### config.mk
export PLATFORM = sky130hd
export DESIGN_NAME = sliding_hamming_match_counter_core
export DESIGN_NICKNAME = d
export VERILOG_FILES = /design/src/rtl/core/shmc_pkg.sv /design/src/rtl/core/shmc_csr.sv /design/src/rtl/core/shmc_window.sv /design/src/rtl/core/shmc_score.sv /design/src/rtl/core/sliding_hamming_match_counter_core.sv
export SDC_FILE = /design/constraint.sdc
export NUM_CORES = 2
export LEC_CHECK = 0
export BUFFER_PORTS_ARGS = -buffer_cell sky130_fd_sc_hd__buf_2
export CORE_MARGIN = 5
export CORE_UTILIZATION = 50
export DETAILED_ROUTE_END_ITERATION = 7
export PLACE_DENSITY = 0.68
export SYNTH_ARGS = -nofsm -noshare
export SYNTH_HDL_FRONTEND = slang
export SYNTH_SLANG_ARGS = --single-unit
### constraint.sdc
create_clock -name clock -period 10.8 [get_ports clock]
set_input_delay 0 -clock clock [delete_from_list [all_inputs] [get_ports clock]]
set_output_delay 0 -clock clock [all_outputs]
set_load 0.02 [all_outputs]
### src/rtl/core/shmc_pkg.sv
// Shared types and constants for the sliding Hamming match counter.
`default_nettype none

package shmc_pkg;

   // Default sizing
   localparam int QUERY_MAX_DEF  = 32;
   localparam int COUNT_BITS_DEF = 32;

   // Fixed field widths
   localparam int SYM_W   = 8;
   localparam int LEN_W   = 6;
   localparam int CSR_W   = 64;
   localparam int IDX_W   = 3;
   localparam int OUT_W   = 32;
   localparam int QBYTES  = 32;

   // Register indexes
   localparam logic [IDX_W-1:0] CSR_QUERY_0   = 3'd0;
   localparam logic [IDX_W-1:0] CSR_QUERY_1   = 3'd1;
   localparam logic [IDX_W-1:0] CSR_QUERY_2   = 3'd2;
   localparam logic [IDX_W-1:0] CSR_QUERY_3   = 3'd3;
   localparam logic [IDX_W-1:0] CSR_QUERY_LEN = 3'd4;
   localparam logic [IDX_W-1:0] CSR_MAX_MISS  = 3'd5;

   // Input word
   typedef struct packed {
      logic [SYM_W-1:0] symbol;
      logic             last;
   } req_payload_type;

   // Result word
   typedef struct packed {
      logic             window_ready;
      logic             match;
      logic [OUT_W-1:0] hit_count;
      logic             done_res;
   } rsp_payload_type;

   // Control carried from the window stage to the score stage
   typedef struct packed {
      logic valid;
      logic ready;
      logic last;
   } stage_type;

endpackage

`default_nettype wire

### src/rtl/core/shmc_csr.sv
// Configuration registers and the lane-aligned query register.
`default_nettype none

module shmc_csr #(
   parameter int QUERY_MAX = shmc_pkg::QUERY_MAX_DEF
) (
   input  wire logic                           clock,
   input  wire logic                           reset,
   input  wire logic                           csr_write_en,
   input  wire logic [shmc_pkg::IDX_W-1:0]     csr_index,
   input  wire logic [shmc_pkg::CSR_W-1:0]     csr_write_data,
   output logic [shmc_pkg::SYM_W-1:0]          query_aligned [QUERY_MAX],
   output logic [QUERY_MAX-1:0]                lane_mask,
   output logic [shmc_pkg::LEN_W-1:0]          active_len,
   output logic [shmc_pkg::LEN_W-1:0]          max_miss
);

   localparam int QW = shmc_pkg::CSR_W * 4;

   logic [shmc_pkg::CSR_W-1:0] query_ff [4];
   logic [shmc_pkg::LEN_W-1:0] query_len_ff;
   logic [shmc_pkg::LEN_W-1:0] max_miss_ff;
   logic [QW-1:0]              query_flat;
   logic [shmc_pkg::SYM_W-1:0] aligned_in [QUERY_MAX];
   logic [shmc_pkg::SYM_W-1:0] aligned_ff [QUERY_MAX];
   logic [QUERY_MAX-1:0]       mask_in;
   logic [QUERY_MAX-1:0]       mask_ff;

   // Register writes; unknown indexes are dropped
   always_ff @(posedge clock) begin
      if (reset) begin
         for (int i = 0; i < 4; i++) begin
            query_ff[i] <= '0;
         end
         query_len_ff <= shmc_pkg::LEN_W'(1);
         max_miss_ff  <= '0;
      end else if (csr_write_en) begin
         case (csr_index)
            shmc_pkg::CSR_QUERY_0:   query_ff[0]  <= csr_write_data;
            shmc_pkg::CSR_QUERY_1:   query_ff[1]  <= csr_write_data;
            shmc_pkg::CSR_QUERY_2:   query_ff[2]  <= csr_write_data;
            shmc_pkg::CSR_QUERY_3:   query_ff[3]  <= csr_write_data;
            shmc_pkg::CSR_QUERY_LEN: query_len_ff <= csr_write_data[shmc_pkg::LEN_W-1:0];
            shmc_pkg::CSR_MAX_MISS:  max_miss_ff  <= csr_write_data[shmc_pkg::LEN_W-1:0];
            default: ;
         endcase
      end
   end

   // Clamp length to 1..QUERY_MAX
   always_comb begin
      if (query_len_ff == '0) begin
         active_len = shmc_pkg::LEN_W'(1);
      end else if (query_len_ff > shmc_pkg::LEN_W'(QUERY_MAX)) begin
         active_len = shmc_pkg::LEN_W'(QUERY_MAX);
      end else begin
         active_len = query_len_ff;
      end
   end

   assign query_flat = {query_ff[3], query_ff[2], query_ff[1], query_ff[0]};

   // Lane k (byte k items ago) meets query byte len-1-k
   always_comb begin
      logic [shmc_pkg::LEN_W-1:0] j;
      for (int k = 0; k < QUERY_MAX; k++) begin
         j             = active_len - shmc_pkg::LEN_W'(1) - shmc_pkg::LEN_W'(k);
         aligned_in[k] = query_flat[{j[4:0], 3'b000} +: shmc_pkg::SYM_W];
         mask_in[k]    = shmc_pkg::LEN_W'(k) < active_len;
      end
   end

   // Registered; user holds config steady with words in flight, unchecked
   always_ff @(posedge clock) begin
      aligned_ff <= aligned_in;
      mask_ff    <= mask_in;
   end

   assign query_aligned = aligned_ff;
   assign lane_mask     = mask_ff;
   assign max_miss      = max_miss_ff;

endmodule

`default_nettype wire

### src/rtl/core/shmc_window.sv
// Input stage: byte window shift line, fill level and window-full flag.
`default_nettype none

module shmc_window #(
   parameter int QUERY_MAX = shmc_pkg::QUERY_MAX_DEF
) (
   input  wire logic                         clock,
   input  wire logic                         reset,
   input  wire logic                         accept,
   input  wire logic                         advance,
   input  wire shmc_pkg::req_payload_type    req_payload,
   input  wire logic [shmc_pkg::LEN_W-1:0]   active_len,
   output logic [shmc_pkg::SYM_W-1:0]        window [QUERY_MAX],
   output shmc_pkg::stage_type               stage
);

   localparam int FILL_W = $clog2(QUERY_MAX + 1);

   logic [shmc_pkg::SYM_W-1:0] window_ff [QUERY_MAX];
   logic [FILL_W-1:0]          fill_ff;
   logic [FILL_W-1:0]          fill_step;
   logic [FILL_W-1:0]          fill_in;
   shmc_pkg::stage_type        stage_ff;
   shmc_pkg::stage_type        stage_in;

   // Shift line: entry 0 is the newest byte
   always_ff @(posedge clock) begin
      if (accept) begin
         window_ff[0] <= req_payload.symbol;
         for (int k = 1; k < QUERY_MAX; k++) begin
            window_ff[k] <= window_ff[k-1];
         end
      end
   end

   // Fill level saturates at QUERY_MAX, clears after the last byte
   always_comb begin
      fill_step = (fill_ff < FILL_W'(QUERY_MAX)) ? fill_ff + FILL_W'(1) : fill_ff;
      fill_in   = fill_ff;
      stage_in  = stage_ff;
      if (advance) begin
         stage_in.valid = 1'b0;
      end
      if (accept) begin
         fill_in        = req_payload.last ? '0 : fill_step;
         stage_in.valid = 1'b1;
         stage_in.ready = shmc_pkg::LEN_W'(fill_step) >= active_len;
         stage_in.last  = req_payload.last;
      end
   end

   always_ff @(posedge clock) begin
      if (reset) begin
         fill_ff  <= '0;
         stage_ff <= '0;
      end else begin
         fill_ff  <= fill_in;
         stage_ff <= stage_in;
      end
   end

   assign window = window_ff;
   assign stage  = stage_ff;

endmodule

`default_nettype wire

### src/rtl/core/shmc_score.sv
// Score stage: byte compares, mismatch popcount, match count and result register.
`default_nettype none

module shmc_score #(
   parameter int QUERY_MAX  = shmc_pkg::QUERY_MAX_DEF,
   parameter int COUNT_BITS = shmc_pkg::COUNT_BITS_DEF
) (
   input  wire logic                         clock,
   input  wire logic                         reset,
   input  wire shmc_pkg::stage_type          stage,
   input  wire logic [shmc_pkg::SYM_W-1:0]   window [QUERY_MAX],
   input  wire logic [shmc_pkg::SYM_W-1:0]   query_aligned [QUERY_MAX],
   input  wire logic [QUERY_MAX-1:0]         lane_mask,
   input  wire logic [shmc_pkg::LEN_W-1:0]   max_miss,
   input  wire logic                         rsp_stall,
   output logic                              advance,
   output logic                              rsp_valid,
   output shmc_pkg::rsp_payload_type         rsp_payload
);

   logic [shmc_pkg::LEN_W-1:0] miss_count;
   logic                       hit;
   logic [COUNT_BITS-1:0]      count_ff;
   logic [COUNT_BITS-1:0]      count_next;
   logic [63:0]                count_wide;
   logic                       rsp_valid_ff;
   shmc_pkg::rsp_payload_type  rsp_payload_ff;

   // Count differing bytes among the active lanes
   always_comb begin
      miss_count = '0;
      for (int k = 0; k < QUERY_MAX; k++) begin
         miss_count = miss_count +
            shmc_pkg::LEN_W'(lane_mask[k] && (window[k] != query_aligned[k]));
      end
   end

   assign hit        = stage.ready && (miss_count <= max_miss);
   assign count_next = (hit && (count_ff != '1)) ? count_ff + COUNT_BITS'(1) : count_ff;
   assign count_wide = 64'(count_next);

   // Stage word moves on when the result register is empty or being drained
   assign advance = stage.valid && (!rsp_valid_ff || !rsp_stall);

   always_ff @(posedge clock) begin
      if (reset) begin
         count_ff     <= '0;
         rsp_valid_ff <= 1'b0;
      end else if (advance) begin
         count_ff     <= stage.last ? '0 : count_next;
         rsp_valid_ff <= 1'b1;
      end else if (!rsp_stall) begin
         rsp_valid_ff <= 1'b0;
      end
   end

   // Result payload, no reset needed
   always_ff @(posedge clock) begin
      if (advance) begin
         rsp_payload_ff.window_ready <= stage.ready;
         rsp_payload_ff.match        <= hit;
         rsp_payload_ff.hit_count    <= count_wide[shmc_pkg::OUT_W-1:0];
         rsp_payload_ff.done_res     <= stage.last;
      end
   end

   assign rsp_valid   = rsp_valid_ff;
   assign rsp_payload = rsp_payload_ff;

endmodule

`default_nettype wire

### src/rtl/core/sliding_hamming_match_counter_core.sv
// Top level of the sliding-window Hamming match counter.
//
//   Port group  Direction  Handshake          Word
//   req_*       in         req_valid/stall    symbol, last
//   rsp_*       out        rsp_valid/stall    window_ready, match, hit_count, done_res
//   csr_*       in         csr_write_en       index 0..5, 64-bit data
//
// One word is accepted per cycle while req_stall is low. It waits in the window stage
// register; its compare/popcount/count result then enters the result register.
// The QUERY_MAX-lane (32 by default) compare and popcount are combinational.
// Reset is synchronous, active high; it clears the fill level, count and valids.
// req_stall rises only when the window stage holds a word and the result
// register is full and stalled.
`default_nettype none

module sliding_hamming_match_counter_core #(
   parameter int QUERY_MAX  = shmc_pkg::QUERY_MAX_DEF,
   parameter int COUNT_BITS = shmc_pkg::COUNT_BITS_DEF
) (
   input  wire logic                         clock,
   input  wire logic                         reset,
   input  wire logic                         req_valid,
   output logic                              req_stall,
   input  wire shmc_pkg::req_payload_type    req_payload,
   output logic                              rsp_valid,
   input  wire logic                         rsp_stall,
   output shmc_pkg::rsp_payload_type         rsp_payload,
   input  wire logic                         csr_write_en,
   input  wire logic [shmc_pkg::IDX_W-1:0]   csr_index,
   input  wire logic [shmc_pkg::CSR_W-1:0]   csr_write_data
);

   logic [shmc_pkg::SYM_W-1:0] query_aligned [QUERY_MAX];
   logic [shmc_pkg::SYM_W-1:0] window [QUERY_MAX];
   logic [QUERY_MAX-1:0]       lane_mask;
   logic [shmc_pkg::LEN_W-1:0] active_len;
   logic [shmc_pkg::LEN_W-1:0] max_miss;
   shmc_pkg::stage_type        stage;
   logic                       advance;
   logic                       accept;

   // Input side waits only while the window stage cannot move on
   assign req_stall = stage.valid && !advance;
   assign accept    = req_valid && !req_stall;

   shmc_csr #(
      .QUERY_MAX (QUERY_MAX)
   ) u_csr (
      .clock          (clock),
      .reset          (reset),
      .csr_write_en   (csr_write_en),
      .csr_index      (csr_index),
      .csr_write_data (csr_write_data),
      .query_aligned  (query_aligned),
      .lane_mask      (lane_mask),
      .active_len     (active_len),
      .max_miss       (max_miss)
   );

   shmc_window #(
      .QUERY_MAX (QUERY_MAX)
   ) u_window (
      .clock       (clock),
      .reset       (reset),
      .accept      (accept),
      .advance     (advance),
      .req_payload (req_payload),
      .active_len  (active_len),
      .window      (window),
      .stage       (stage)
   );

   shmc_score #(
      .QUERY_MAX  (QUERY_MAX),
      .COUNT_BITS (COUNT_BITS)
   ) u_score (
      .clock         (clock),
      .reset         (reset),
      .stage         (stage),
      .window        (window),
      .query_aligned (query_aligned),
      .lane_mask     (lane_mask),
      .max_miss      (max_miss),
      .rsp_stall     (rsp_stall),
      .advance       (advance),
      .rsp_valid     (rsp_valid),
      .rsp_payload   (rsp_payload)
   );

endmodule

`default_nettype wire
==> results.toml <==
[global_route]
grt_antenna_before_repair = 36
first_global_vias = 37400
maximum_number_of_pins_on_one_net_before_global_route_repair = 109
grt_overflow = 0
grt_usage_pct = 36.3
grt_first_pass_wirelength_um = 283000

[placement]
port_buffers = 117
postPlaceCellArea_um2 = 53200
place_congestion = 1.05
placed_cells = 5876
hpwl_um = 153000

[synth]
synth_top_cells_by_area = "edfxtp_1, mux2i_1, dfxtp_1"
synth-edff-count = 547
synth.yosys.warnings = 0
yosys.cell_count.top_type = "mux2i_1"
synth.yosys.seq_area_share_pct = 45.2
synthesis.nets = 4773
ranking_of_synthesized_cells_by_instance_count = "mux2i_1, edfxtp_1, nand2_1, dfxtp_1, and2_1"
synth.distinct_cells = 75
yosys_register_bits = 889
postSynth.asyncResetShare_pct = 0
netlist.top_cell.by_area = "edfxtp_1"
post_synthesis_instance_area_um2 = 51500
postSynthAreaPerCell_um2 = 11.1
syn-instance-count = 4632
synth_top_area_share_pct = 31.9
synth_top_flop_cell = "edfxtp_1"

[sta]
report.final.slew_viol_count = 0
timing.clock.skew_ns = 0.0429
timing.setup.tns_ns = 0
worst_relative_slew_slack_pct = 13.9
hold_viol_final = 0
clock.fmax_mhz = 111
timing.final.crit_share_pct = 83.2
post-route-min-period_ns = 8.98
timing.hold.ws_ns = 0.0522
worst-slew-pin-transition_ns = 1.29
count_of_endpoints_failing_setup_in_the_final_report = 0
rsz_0062_raised_after_global_routing = "no"

[route]
remaining_drc_errors = 0
highest_routed_metal_layer = "met5"
wl_um = 203000
wire_per_inst_um = 33.0
iteration_0_drc_count_of_the_detailed_router = 6406
detailroute.via_count = 41200
dr_wl_met2_um = 85300
drt_first_pass_iters = 5
final_antenna_net_count = 0
met3_length_um = 24200
detail_route.vias_per_cell = 6.68
wl_met1_um = 82100

[worst_setup_path]
critPathLaunch = "u_window.window[249]"
cp_data_required_time_ns = 11.44
criticalPathCategory = "reg -> reg"
regToRegStartpoint = "u_window.window[249]"
crit_fanout = 19
critical_path.startpoint_type = "register"
crit_arrival_ns = 9.63
flop2flop_setup_slack_ns = 1.82
critical_path.endpoint_type = "register"

[finish]
final_nets = 4836
finalNonFillerCells = 6169
synthToLayoutAreaGrowth_pct = 11.6
drive_gt1_share_pct = 13.2
layout.cell_area.non_filler_um2 = 57400

[clocking]
cts_tree = "done"
cts-root-buf = "clkbuf_16"
cts.repair_timing.setup_buffer_count = 0
cts.clk_slew.worst_paths_ns = 0.06
worst_skew_pair.late_latency_ns = 0.73
cts_inserted_buffers = 98
clock_sinks = 889
clk_path_buf_depth = 3
post_cts.resized_instances = 0
clock_tree.htree_level_count = 3

[floorplan]
num_io_pins = 118
fp.dieW_um = 331
die_h_um = 331
initial_core_util_pct = 50.4
core_box_area_um2 = 102000
rows = 117
die_area_um2 = 109000

[outcome]
run_status = "finished, final reports clean"

[pwr]
power.static_leakage_nw = 22.8
power_w = 0.0103
power-per-cell-area_nw_per_um2 = 180
vdd_drop_max_mv = 0.167

[job]
drv.max_cap_violation_count = 0

[hold_path]
hold_path.startpoint = "req_payload[8]"
hp-class = "in -> reg"
-- layout make-up --
type	count	area [um^2]
diodes	21	52.6
clock buffers	128	2730
clock inverters	57	606
fillers	8542	44600
inverters	60	258
multi-input cells	3366	26800
flip-flops and latches	889	23300
well taps	1368	1710
repair buffers	280	2030
-- flip-flops by register name, indices dropped and copies added, names as in the netlist --
| signal | count |
|---|---|
| u_csr.query_aligned | 256 |
| u_csr.query_ff | 256 |
| u_window.window | 256 |
| u_score.rsp_payload | 35 |
| u_csr.lane_mask | 32 |
| u_score.count_ff | 32 |
| u_csr.max_miss | 6 |
| u_csr.query_len_ff | 6 |
| u_window.fill_ff | 6 |
| u_window.stage | 3 |
| u_score.rsp_valid | 1 |
-- cell families after synthesis --
| group | Yosys count | share of synthesized area [%] |
|---|---|---|
| flip-flops | 889 | 45.2 |
| multiplexers | 977 | 20.8 |
| AND/OR/NAND/NOR | 1172 | 11.5 |
| buffers and inverters | 377 | 3.13 |
| XOR/XNOR | 328 | 5.69 |
| AO/OA/AOI/OAI | 829 | 11.8 |
| adder cells (fa/ha/maj) | 60 | 1.81 |
-- layer usage --
metal,vias to the layer above,track usage [%]
li1,17500,-
met1,20600,51.5
met2,2695,52.2
met3,421,8.98
met4,12,17.3
met5,-,0
-- timing repair --
item                                   4_1_cts  5_1_grt
hold buffers                                87        0
setup endpoints to repair                    0        0
endpoints found under the hold margin      331        0
-- cell usage in the layout, fill, tap and decap left out, types with 51 or more instances in the layout --
master / synthesis / routed
a211o_1: 69 / 68
a211oi_1: 85 / 85
a22o_1: 147 / 147
a22oi_1: 51 / 51
a31oi_1: 75 / 75
and2_1: 330 / 330
and3_1: 72 / 72
buf_2: 73 / 117
buf_4: 18 / 76
clkbuf_16: 0 / 100
dfxtp_1: 342 / 342
dlygate4sd3_1: 0 / 87
edfxtp_1: 547 / 547
inv_1: 56 / 54
mux2_2: 174 / 174
mux2i_1: 736 / 736
mux4_2: 56 / 56
nand2_1: 378 / 377
nor2_1: 204 / 197
o22ai_1: 194 / 194
xnor2_1: 130 / 127
xor2_1: 192 / 192
-- stage by stage --
stage	utilization, %	setup slack (ns)
6_report	56.3	1.82
4_1_cts	56.2	1.75
5_1_grt	56.3	1.25
2_1_floorplan	-	3.14
3_3_place_gp	52.1	1.92
3_5_place_dp	52.1	1.81
-- path summary, 6_finish.rpt --
path	endpoint	cells past startpoint
max reg2reg	u_score.count_ff[7]	26
min	u_window.window[255]	2
max	u_score.count_ff[7]	26
min reg2reg	u_score.rsp_payload[34]	0
-- power by group --
part | total, W | switching [W] | internal (W)
Sequential | 0.00433 | 0.000334 | 0.00400
Combinational | 0.00257 | 0.00167 | 0.000895
Clock | 0.00344 | 0.00151 | 0.00194
-- worst max-delay path: stages (launching register included) --
cell and delay (ns):
edfxtp_1 0.40, xor2_1 0.16, nor4_1 0.38, a21boi_0 0.19, ha_1 0.43, inv_1 0.12, fa_1 0.54, inv_1 0.06
fa_1 0.48, fa_1 0.52, fa_1 0.54, fa_1 0.53, fa_1 0.52, fa_1 0.47, fa_1 0.42, a21o_1 0.19
a21oi_1 0.16, xnor2_1 0.15, ha_1 0.28, nand2_1 0.07, o221ai_1 0.12, a2bb2oi_1 0.15, buf_4 0.20, nor3_2 0.90
nand4_1 0.31, or4_1 0.47, a31oi_1 0.16
Note: power is estimated with default switching activity, not from simulation.
